==> src/sv/tgwld_pkg.sv <==
`timescale 1ns / 1ps
`default_nettype none
package tgwld_pkg;

  localparam int MAX_GRID   = 256;
  localparam int GRID_AW    = $clog2(MAX_GRID);
  localparam int HIST_DEPTH = 4096;
  localparam int HIST_AW    = $clog2(HIST_DEPTH);
  localparam int SIZE_W     = 9;
  localparam int POS_W      = 8;
  localparam int CNT_W      = 13;
  localparam int LEN_W      = 11;
  localparam int STEP_W     = 8;
  localparam int IN_W       = 40;
  localparam int OUT_W      = 64;

  localparam logic [2:0] ACT_MOVE  = 3'd0;
  localparam logic [2:0] ACT_TURN  = 3'd1;
  localparam logic [2:0] ACT_FLIP  = 3'd2;
  localparam logic [2:0] ACT_CHECK = 3'd3;
  localparam logic [2:0] ACT_CLEAR = 3'd4;

  localparam logic [1:0] DIR_UP    = 2'd0;
  localparam logic [1:0] DIR_RIGHT = 2'd1;
  localparam logic [1:0] DIR_DOWN  = 2'd2;

  typedef enum logic [3:0] {
    ST_INIT, ST_IDLE, ST_EXEC, ST_CLR, ST_RD, ST_RESP, ST_DONE,
    ST_LTEST, ST_LISSUE, ST_LCMP, ST_BTEST, ST_BISSUE, ST_BCMP
  } state_t;

  typedef struct packed {
    logic latch_in;
    logic do_move;
    logic do_turn;
    logic clr_row_wr;
    logic clr_apply;
    logic resp;
    logic ld_out;
    logic chk_init;
    logic fold_loop;
    logic fold_branch;
    logic step_j;
    logic len_inc;
    logic b_init;
    logic b_inc;
    logic not_found;
    logic found;
    logic branch_b;
    logic branch_sb;
  } cmd_t;

  typedef struct packed {
    logic [2:0] act;
    logic       clr_last;
    logic       len_ok;
    logic       b_ok;
    logic       match;
    logic       j_last;
    logic       out_free;
  } sts_t;

endpackage
`default_nettype wire

==> src/sv/tgwld_ctrl.sv <==
`timescale 1ns / 1ps
`default_nettype none
module tgwld_ctrl (
  input  wire logic            clk,
  input  wire logic            rst,
  input  wire logic            in_valid,
  output logic                 in_ready,
  input  wire tgwld_pkg::sts_t sts,
  output tgwld_pkg::cmd_t      cmd
);
  import tgwld_pkg::*;

  state_t state, state_next;

  always_ff @(posedge clk) begin
    if (rst) begin
      state <= ST_INIT;
    end else begin
      state <= state_next;
    end
  end

  always_comb begin
    state_next = state;
    cmd        = '0;
    in_ready   = 1'b0;
    case (state)
      ST_INIT: begin
        cmd.clr_row_wr = 1'b1;
        if (sts.clr_last) state_next = ST_IDLE;
      end
      ST_IDLE: begin
        in_ready = 1'b1;
        if (in_valid) begin
          cmd.latch_in = 1'b1;
          state_next   = ST_EXEC;
        end
      end
      ST_EXEC: begin
        case (sts.act)
          ACT_MOVE: begin
            cmd.do_move = 1'b1;
            state_next  = ST_RD;
          end
          ACT_TURN: begin
            cmd.do_turn = 1'b1;
            state_next  = ST_RD;
          end
          ACT_CHECK: begin
            cmd.chk_init = 1'b1;
            state_next   = ST_LTEST;
          end
          ACT_CLEAR: state_next = ST_CLR;
          default:   state_next = ST_RD;
        endcase
      end
      ST_CLR: begin
        cmd.clr_row_wr = 1'b1;
        if (sts.clr_last) begin
          cmd.clr_apply = 1'b1;
          state_next    = ST_RD;
        end
      end
      ST_RD: state_next = ST_RESP;
      ST_RESP: begin
        cmd.resp   = 1'b1;
        state_next = ST_DONE;
      end
      ST_DONE: begin
        if (sts.out_free) begin
          cmd.ld_out = 1'b1;
          state_next = ST_IDLE;
        end
      end
      ST_LTEST: begin
        if (sts.len_ok) begin
          cmd.fold_loop = 1'b1;
          state_next    = ST_LISSUE;
        end else begin
          cmd.not_found = 1'b1;
          state_next    = ST_RD;
        end
      end
      ST_LISSUE: state_next = ST_LCMP;
      ST_LCMP: begin
        if (!sts.match) begin
          cmd.len_inc = 1'b1;
          state_next  = ST_LTEST;
        end else if (sts.j_last) begin
          cmd.found  = 1'b1;
          cmd.b_init = 1'b1;
          state_next = ST_BTEST;
        end else begin
          cmd.step_j = 1'b1;
          state_next = ST_LISSUE;
        end
      end
      ST_BTEST: begin
        if (sts.b_ok) begin
          cmd.fold_branch = 1'b1;
          state_next      = ST_BISSUE;
        end else begin
          cmd.branch_sb = 1'b1;
          state_next    = ST_RD;
        end
      end
      ST_BISSUE: state_next = ST_BCMP;
      ST_BCMP: begin
        if (!sts.match) begin
          cmd.b_inc  = 1'b1;
          state_next = ST_BTEST;
        end else if (sts.j_last) begin
          cmd.branch_b = 1'b1;
          state_next   = ST_RD;
        end else begin
          cmd.step_j = 1'b1;
          state_next = ST_BISSUE;
        end
      end
      default: state_next = ST_IDLE;
    endcase
  end
endmodule
`default_nettype wire

==> config.mk <==
export PLATFORM = sky130hd
export DESIGN_NAME = tgwld_ctrl
export DESIGN_NICKNAME = d
export VERILOG_FILES = /design/src/sv/tgwld_pkg.sv /design/src/sv/tgwld_ctrl.sv
export SDC_FILE = /design/constraint.sdc
export NUM_CORES = 1
export LEC_CHECK = 0
export ABC_CLOCK_PERIOD_IN_PS = 1940
export BUFFER_PORTS_ARGS = -buffer_cell sky130_fd_sc_hd__buf_2
export CAP_MARGIN = 15
export CORE_AREA = 2 2 41 43
export DETAILED_ROUTE_END_ITERATION = 8
export DIE_AREA = 0 0 43 45
export HOLD_SLACK_MARGIN = 0.05
export PLACE_DENSITY = 0.76
export SLEW_MARGIN = 20
export SYNTH_ARGS = -nofsm -noshare
export SYNTH_HDL_FRONTEND = slang
export SYNTH_SLANG_ARGS = --single-unit
==> constraint.sdc <==
create_clock -name clk -period 1.94 [get_ports clk]
set_clock_uncertainty 0.1 [all_clocks]
set_input_delay 0.194 -clock clk [delete_from_list [all_inputs] [get_ports clk]]
set_output_delay 0.194 -clock clk [all_outputs]
set_load 0.005 [all_outputs]
==> results.md <==
* Grt ovf at 0
* Global-route wire length before repair at 3180 um
* Vias in the first global route at 789
* Ys Warns at 0
* Reg2Reg Launch Point: state[2]
* Register area share after synthesis at 12.4%
* Hold EP: state[2]
* Worst Tran Pin Value at 0.337 ns
* Final ANT Viol Nets at 0
* Met1 Usage GRT at 26.9%
* Max FFs per register at 4
* Footprint of the multi-input gates at 505 um2
* Setup Buffers After CTS at 0
* Slew Viols, Final at 0
* Worst Hold Launch: rst
* Vias per Instance at 6.11
* Drt pass-1 iters at 4
* Die Span X at 43 um
* Iter 0 DRT Violations at 40
* Port bufs at 30
* N_diodes at 0
* CP endpoint kind: output port
* M2 GR Usage at 36.7%
* Reg2reg path depth at 5
* GRT Total Usage at 21.2%
* R2R setup slack at 0.28 ns
* Final Hold Viols at 0
* GPL Wtd Cong at 0.885
* Worst hold margin at 0.0763 ns
* Layout fillers at 143
* Arrival time at the worst endpoint at 1.53 ns
* Outcome: complete, no violations
* TritonCTS clock tree: done
* DR WL/cell at 13.3 um
* Final period utilization at 93.9%
* Initial core utilization at 44.0%
* Worst Setup Slack, final at 0.117 ns
* Top reg by flops: state
* Mapped cell area at 647 um2
* Top achievable clock speed at 0.549 GHz
* Hold crit path type: input pin to flip-flop
* Worst skew pair latency at 0.25 ns
* FF+latch area at 81.3 um2
* Die area at 1940 um2
* Mapped Nets at 109
* Post-layout util at 57.8%
* Clock H-tree levels at 1
* Met3 Use GR at 2.40%
* GR peak layer: met2
* Synth-to-layout area growth at 31.5%
* Max clock buf depth at 2
* Final min period at 1.82 ns
* Cells after DPL at 143
* Setup violators final at 0
* Peak VDD IR at 334 uV
* Detail Placement HPWL at 1510 um
* Initial antenna violation count at 0
* Dpl ws at 0.287 ns
* # DRC at 0
* FP Rows at 14
* Worst-path maximum fanout at 10
* Power per standard cell area at 596 nW/um2
* Boundary pin count at 31
* Routed WL at 1950 um
* Final Non-Filler Cells at 146
* P_leak at 0.383 nW
* Worst Path Required at 1.65 ns
* Number of buffers created by CTS at 3
* Biggest regs: state x4
* CTS sink cnt at 4
* Worst reg2reg endpoint: state[0]
* Worst Hold Path Cells at 2
* Max-cap violations at 0
* Post-synthesis register bit count at 4
* Mapped Cells at 97
* Avg Synthesized Cell Area at 6.67 um2
* Die Y at 45 um
* Largest net degree at the start of global routing at 17
* Core area at 1470 um2
* Slew headroom at 77.5%
* Share of cells above drive strength 1 at 34.6%
* Startpoint types: flip-flop
* DR vias at 892
* WS Path Type: flip-flop to output port
* Synth cell types at 38
* Clk root buf: clkbuf_4
* Register clock-pin slew on the reported worst setup and hold paths at 0.05 ns
* Nets at 144
* Total power at 507 uW
per-stage QoR:
stage,setup TNS [ns],instance area [um2]
final,0,851
after CTS,0,847
after global routing,-0.0152,851
after global placement,0,825
after detailed placement,0,825
after floorplan,0,647
repair_timing:
action,CTS,global route
hold endpoints to repair,0,0
hold buffers,0,0
endpoints found under the setup margin,0,3
gates resized for setup,0,2
critical path, stage by stage, from the launching register on:
cell and delay (ns):
dfxtp_1 0.39, buf_4 0.20, nor2_2 0.18, nand2_1 0.09, nor4b_1 0.26, buf_2 0.16
layout by cell type, fill, tap and decap left out, types with 4 or more instances in the layout:
| cell | count |
|---|---|
| buf_4 | 7 |
| buf_2 | 30 |
| o21ai_1 | 5 |
| nor2_1 | 9 |
| and3_1 | 4 |
| nor3_1 | 12 |
| nand2b_1 | 5 |
| inv_1 | 4 |
| nor4_1 | 4 |
| o21ai_0 | 4 |
| nand2_1 | 5 |
cells in the mapped netlist, drive strengths merged:
master | n | area (um2)
a211oi | 1 | 7.51
buf | 6 | 41.3
nand3 | 1 | 5.00
o32a | 1 | 10.0
a311oi | 2 | 23.8
xnor2 | 1 | 8.76
or2 | 1 | 6.26
and3b | 2 | 17.5
nor2 | 10 | 37.5
a2111o | 1 | 11.3
nor3 | 12 | 60.1
clkbuf | 1 | 3.75
nand2b | 5 | 31.3
a31oi | 3 | 18.8
nand4b | 1 | 8.76
nor3b | 2 | 15.0
and2 | 2 | 12.5
and4bb | 1 | 12.5
nor2b | 1 | 6.26
inv | 5 | 18.8
nand2 | 5 | 18.8
o211ai | 2 | 15.0
o2bb2ai | 1 | 8.76
or3b | 2 | 17.5
nor4b | 2 | 23.8
nor4 | 4 | 25.0
o21ai | 9 | 45.0
and3 | 4 | 25.0
a21oi | 3 | 15.0
and2b | 1 | 7.51
dfxtp | 4 | 80.1
a221oi | 1 | 8.76
power breakdown:
part           leakage, nW  internal [mW]  switching (mW)
Clock               0.0138         0.0697          0.0415
Sequential          0.0328         0.0962          0.0372
Combinational        0.336          0.123           0.140
Total                0.383          0.289           0.219
kinds of logic after synthesis:
kind of cell,count (synthesis),share of synthesized area [%]
AND/OR/NAND/NOR,56,51.1
flip-flops,4,12.4
XOR/XNOR,1,1.35
buffers and inverters,12,9.86
AO/OA/AOI/OAI,24,25.3
worst max path at each step:
stage,from,end,depth (start not counted)
after floorplan,state[2],state[2],5
after CTS,state[0],cmd[17],4
final,state[2],cmd[15],5
after global routing,state[2],cmd[15],5
after detailed placement,state[0],state[0],4
after global placement,state[0],state[1],5
cell type report:
class	count	share of cell area, %
Sequential cell	4	9.56
Timing Repair Buffer	37	23.8
Clock buffer	3	2.65
Inverter	5	2.21
Multi-Input combinational cell	81	59.4
Tap cell	16	2.35
per-layer routing:
metal,vias up,wire [um]
li1,433,-
met1,399,812
met2,56,914
met3,4,183
met4,0,34
met5,-,0
Power figures use the tool's default switching activity.
